### config.mk
export PLATFORM = sky130hd
export DESIGN_NAME = bpa_ram
export DESIGN_NICKNAME = d
export VERILOG_FILES = /design/src/hw/rtl/bpa_ram.sv
export SDC_FILE = /design/constraint.sdc
export NUM_CORES = 2
export LEC_CHECK = 0
export BUFFER_PORTS_ARGS = -buffer_cell sky130_fd_sc_hd__buf_2
export CAP_MARGIN = 10
export CORE_MARGIN = 10
export CORE_UTILIZATION = 25
export CTS_CLUSTER_DIAMETER = 120
export DETAILED_ROUTE_END_ITERATION = 10
export PLACE_DENSITY_LB_ADDON = 0.12
export SETUP_SLACK_MARGIN = 0.4
export SLEW_MARGIN = 25
export SYNTH_ARGS = -nofsm -noshare
export SYNTH_HDL_FRONTEND = slang
export SYNTH_SLANG_ARGS = --single-unit
### constraint.sdc
create_clock -name clk -period 9.3 [get_ports clk]
set_input_delay 1.395 -clock clk [delete_from_list [all_inputs] [get_ports clk]]
set_output_delay 1.395 -clock clk [all_outputs]
set_load 0.02 [all_outputs]
### src/hw/rtl/bpa_ram.sv
// generic simple dual-port ram with registered read
module bpa_ram #(
  parameter int WIDTH = 64,
  parameter int DEPTH = 64
) (
  input  logic                                  clk,
  input  logic                                  we,
  input  logic [(DEPTH > 1 ? $clog2(DEPTH) : 1)-1:0] waddr,
  input  logic [WIDTH-1:0]                      wdata,
  input  logic [(DEPTH > 1 ? $clog2(DEPTH) : 1)-1:0] raddr,
  output logic [WIDTH-1:0]                      rdata
);

  logic [WIDTH-1:0] mem [DEPTH];

  always_ff @(posedge clk) begin
    if (we) begin
      mem[waddr] <= wdata;
    end
    rdata <= mem[raddr];
  end

endmodule

==> metrics <==
Vias/cell=4.72; largest net degree at the start of global routing=112; FF-to-FF path depth=5; WP data arrival=4.91 ns; Post-synth EDFFs=4096; vias in the first global route=79400; CTS buffer count=458; Slew headroom=25.3%; register area share after synthesis=79.5%; Setup crit end kind=flip-flop; IO Port Bufs=141; # Max-Cap Violations=0; most frequent cell after synthesis=edfxtp_1; die width=811 µm; sum of negative setup slack=0 ns; Final ANT Viol Nets=0; Post-DP HPWL=290000 µm; Yosys reg bits=4160; async set-reset flop share out of synthesis=0%; Core Rows=290; setup violators final=0; Crit path largest cell delay=0.75 ns; Slew Limit Fails=0; worst-skew pair later-pin latency=1.03 ns; Place WS=4.09 ns; Chip Height=811 µm; gate count after technology mapping=6598; Synth top cells by count=edfxtp_1 (4096), mux4_2 (1024), buf_2 (170), a22oi_1 (168), clkbuf_1 (140); Reg-to-Reg Start=mem[61][37]$_DFFE_PP_; H-tree depth=5; Pre-antenna DRT Iters=5; Hold Violations, Final=0; Ports=142; slowest CP cell=buf_4; CP max FO=79; via count of the routed design=74600; end point of the critical path=rdata[20]$_DFF_P_; final hold slack=0.815 ns; Post-synth top flop=edfxtp_1; part of the cycle the worst path needs=43.6%; Total GRT Usage=15.9%; outcome=completed; initial antenna violation count=55; cells along the critical path=buf_8, buf_12, buf_4, mux4_2, mux2i_1, o22ai_1, a41oi_1, a211oi_1; Iter 0 DRT Violations=6564; PD cells=221 nW/µm²; leakage=0.0557 µW; Max Fclk=247 MHz; layout cells sized above 1=28.6%; area leader, netlist=edfxtp_1; Critical Path Source=raddr[1]; GP Congestion=0.707; Yosys cell types=33; Layout Nets=7151; hold_buf cts=0; worst r2r dst=rdata[37]$_DFF_P_; global route overflow=0; mapped cell area=156000 µm²; ranking of synthesized cells by area=edfxtp_1 (79%), mux4_2 (15%), mux2i_1 (0.86%), dfxtp_1 (0.82%), a22oi_1 (0.81%); area share of the largest cell type after synthesis=78.7%; Hold WC Path Type=reg -> reg; Worst Path Required=10.15 ns; RSZ-0062 raised after global routing=false; die footprint=657000 µm²; clk sinks=4160; Slew @ Worst Pin=1.12 ns; setup bufs post-CTS=0; area growth from synthesis to layout=17.3%; CTS Buffer Depth=4; Syn Nets=6676; DRT Wirelength=536000 µm; Fill cells=60600; Core Area=623000 µm²; Avg Synthesized Cell Area=23.7 µm²; CTS tree=done; Critical Path Start Type=input port; root buffer cell=clkbuf_16; Synth warnings=0; DRC=0; crit path kind=in -> reg; final worst slack=5.24 ns; Post-CTS Resized=0; fin crit period=4.06 ns; clock-pin slew on the worst setup and hold paths=0.06 ns; FF-to-FF setup slack=7.10 ns; DR WL/cell=33.9 µm; first-pass GRT wire length=723000 µm; Total Power Consumption=40500 µW; Worst VDD drop=0.000168 V; clock skew=0.0790 ns; initial core utilization=25.1%
==> cells by family (layout without fill, tap and decap cells) <==
family                 count (synthesis)  count (layout)  share of synthesized area (%)
AOI/OAI and AO/OA                    504             504                           2.48
buffers and inverters                389            1259                           1.18
DFF                                 4160            4160                           79.5
muxes                               1159            1159                           15.6
other                                  0              12                              0
and+or+nand+nor                      386             386                           1.24
==> where the power goes <==
group / total (µW) / leakage (µW) / internal (µW) / switching [µW]
combinational: 1900 / 0.0112 / 652 / 1240
clock: 17700 / 0.00708 / 10100 / 7630
sequential: 20900 / 0.0374 / 20800 / 122
==> cells in the final DEF, fill, tap and decap left out, types with 64 or more instances in the layout <==
master,netlist,final
nor2_4,0,65
mux2i_1,135,135
buf_4,34,258
clkinv_2,0,72
and3_1,64,64
buf_2,170,80
clkbuf_1,140,125
o22ai_1,83,83
mux4_2,1024,1024
edfxtp_1,4096,4096
dfxtp_1,64,64
a22oi_1,168,168
a22o_1,88,88
clkbuf_16,0,464
clkinv_1,0,111
==> metrics by stage <==
stage | std cells | utilization, % | area [µm²]
2_1_floorplan | 6598 | - | 156000
3_3_place_gp | 14900 | 27.0 | 168000
3_5_place_dp | 14900 | 27.1 | 169000
4_1_cts | 15800 | 29.4 | 183000
5_1_grt | 15800 | 29.4 | 183000
6_report | 15800 | 29.4 | 183000
==> per-layer routing <==
layer	part of all wire [%]	global-route usage, %	up-vias
met5	0.012	0	-
met4	2.1	3.26	10
met3	3.9	1.91	603
met2	50	27.4	1833
met1	44	21.6	42600
li1	-	-	29500
==> worst min path at each step <==
stage | start | end | cells past startpoint | slack, ns
6_report | mem[55][0]$_DFFE_PP_ | rdata[0]$_DFF_P_ | 4 | 0.82
5_1_grt | wdata[38] | mem[31][38]$_DFFE_PP_ | 1 | 0.84
4_1_cts | wdata[32] | mem[59][32]$_DFFE_PP_ | 1 | 0.81
3_5_place_dp | mem[47][44]$_DFFE_PP_ | rdata[44]$_DFF_P_ | 4 | 0.83
3_3_place_gp | mem[46][44]$_DFFE_PP_ | rdata[44]$_DFF_P_ | 4 | 0.83
2_1_floorplan | mem[30][61]$_DFFE_PP_ | rdata[61]$_DFF_P_ | 4 | 0.79
==> state kept, by name, indices dropped and copies added (netlist names) <==
register  count
mem        4096
rdata        64
==> cell type report <==
type                       instances  area [µm²]  share of cell area [%]
antenna                           12        30.0                  0.0164
clock buffer                     607       12300                    6.72
clock inverter                   248        2230                    1.21
inverter                          19        71.3                  0.0389
multi-input combinational       2049       30800                    16.8
sequential                      4160      124000                    67.8
tap                             8322       10400                    5.68
timing repair buffer             385        3230                    1.76
==> critical path: cells and delay by family <==
| kind | cells | cell delay (ns) |
|---|---|---|
| mux | 2 | 0.89 |
| compound gates | 3 | 0.63 |
| buf+inv | 3 | 1.77 |
No activity file was read; power rests on OpenSTA's default activity.
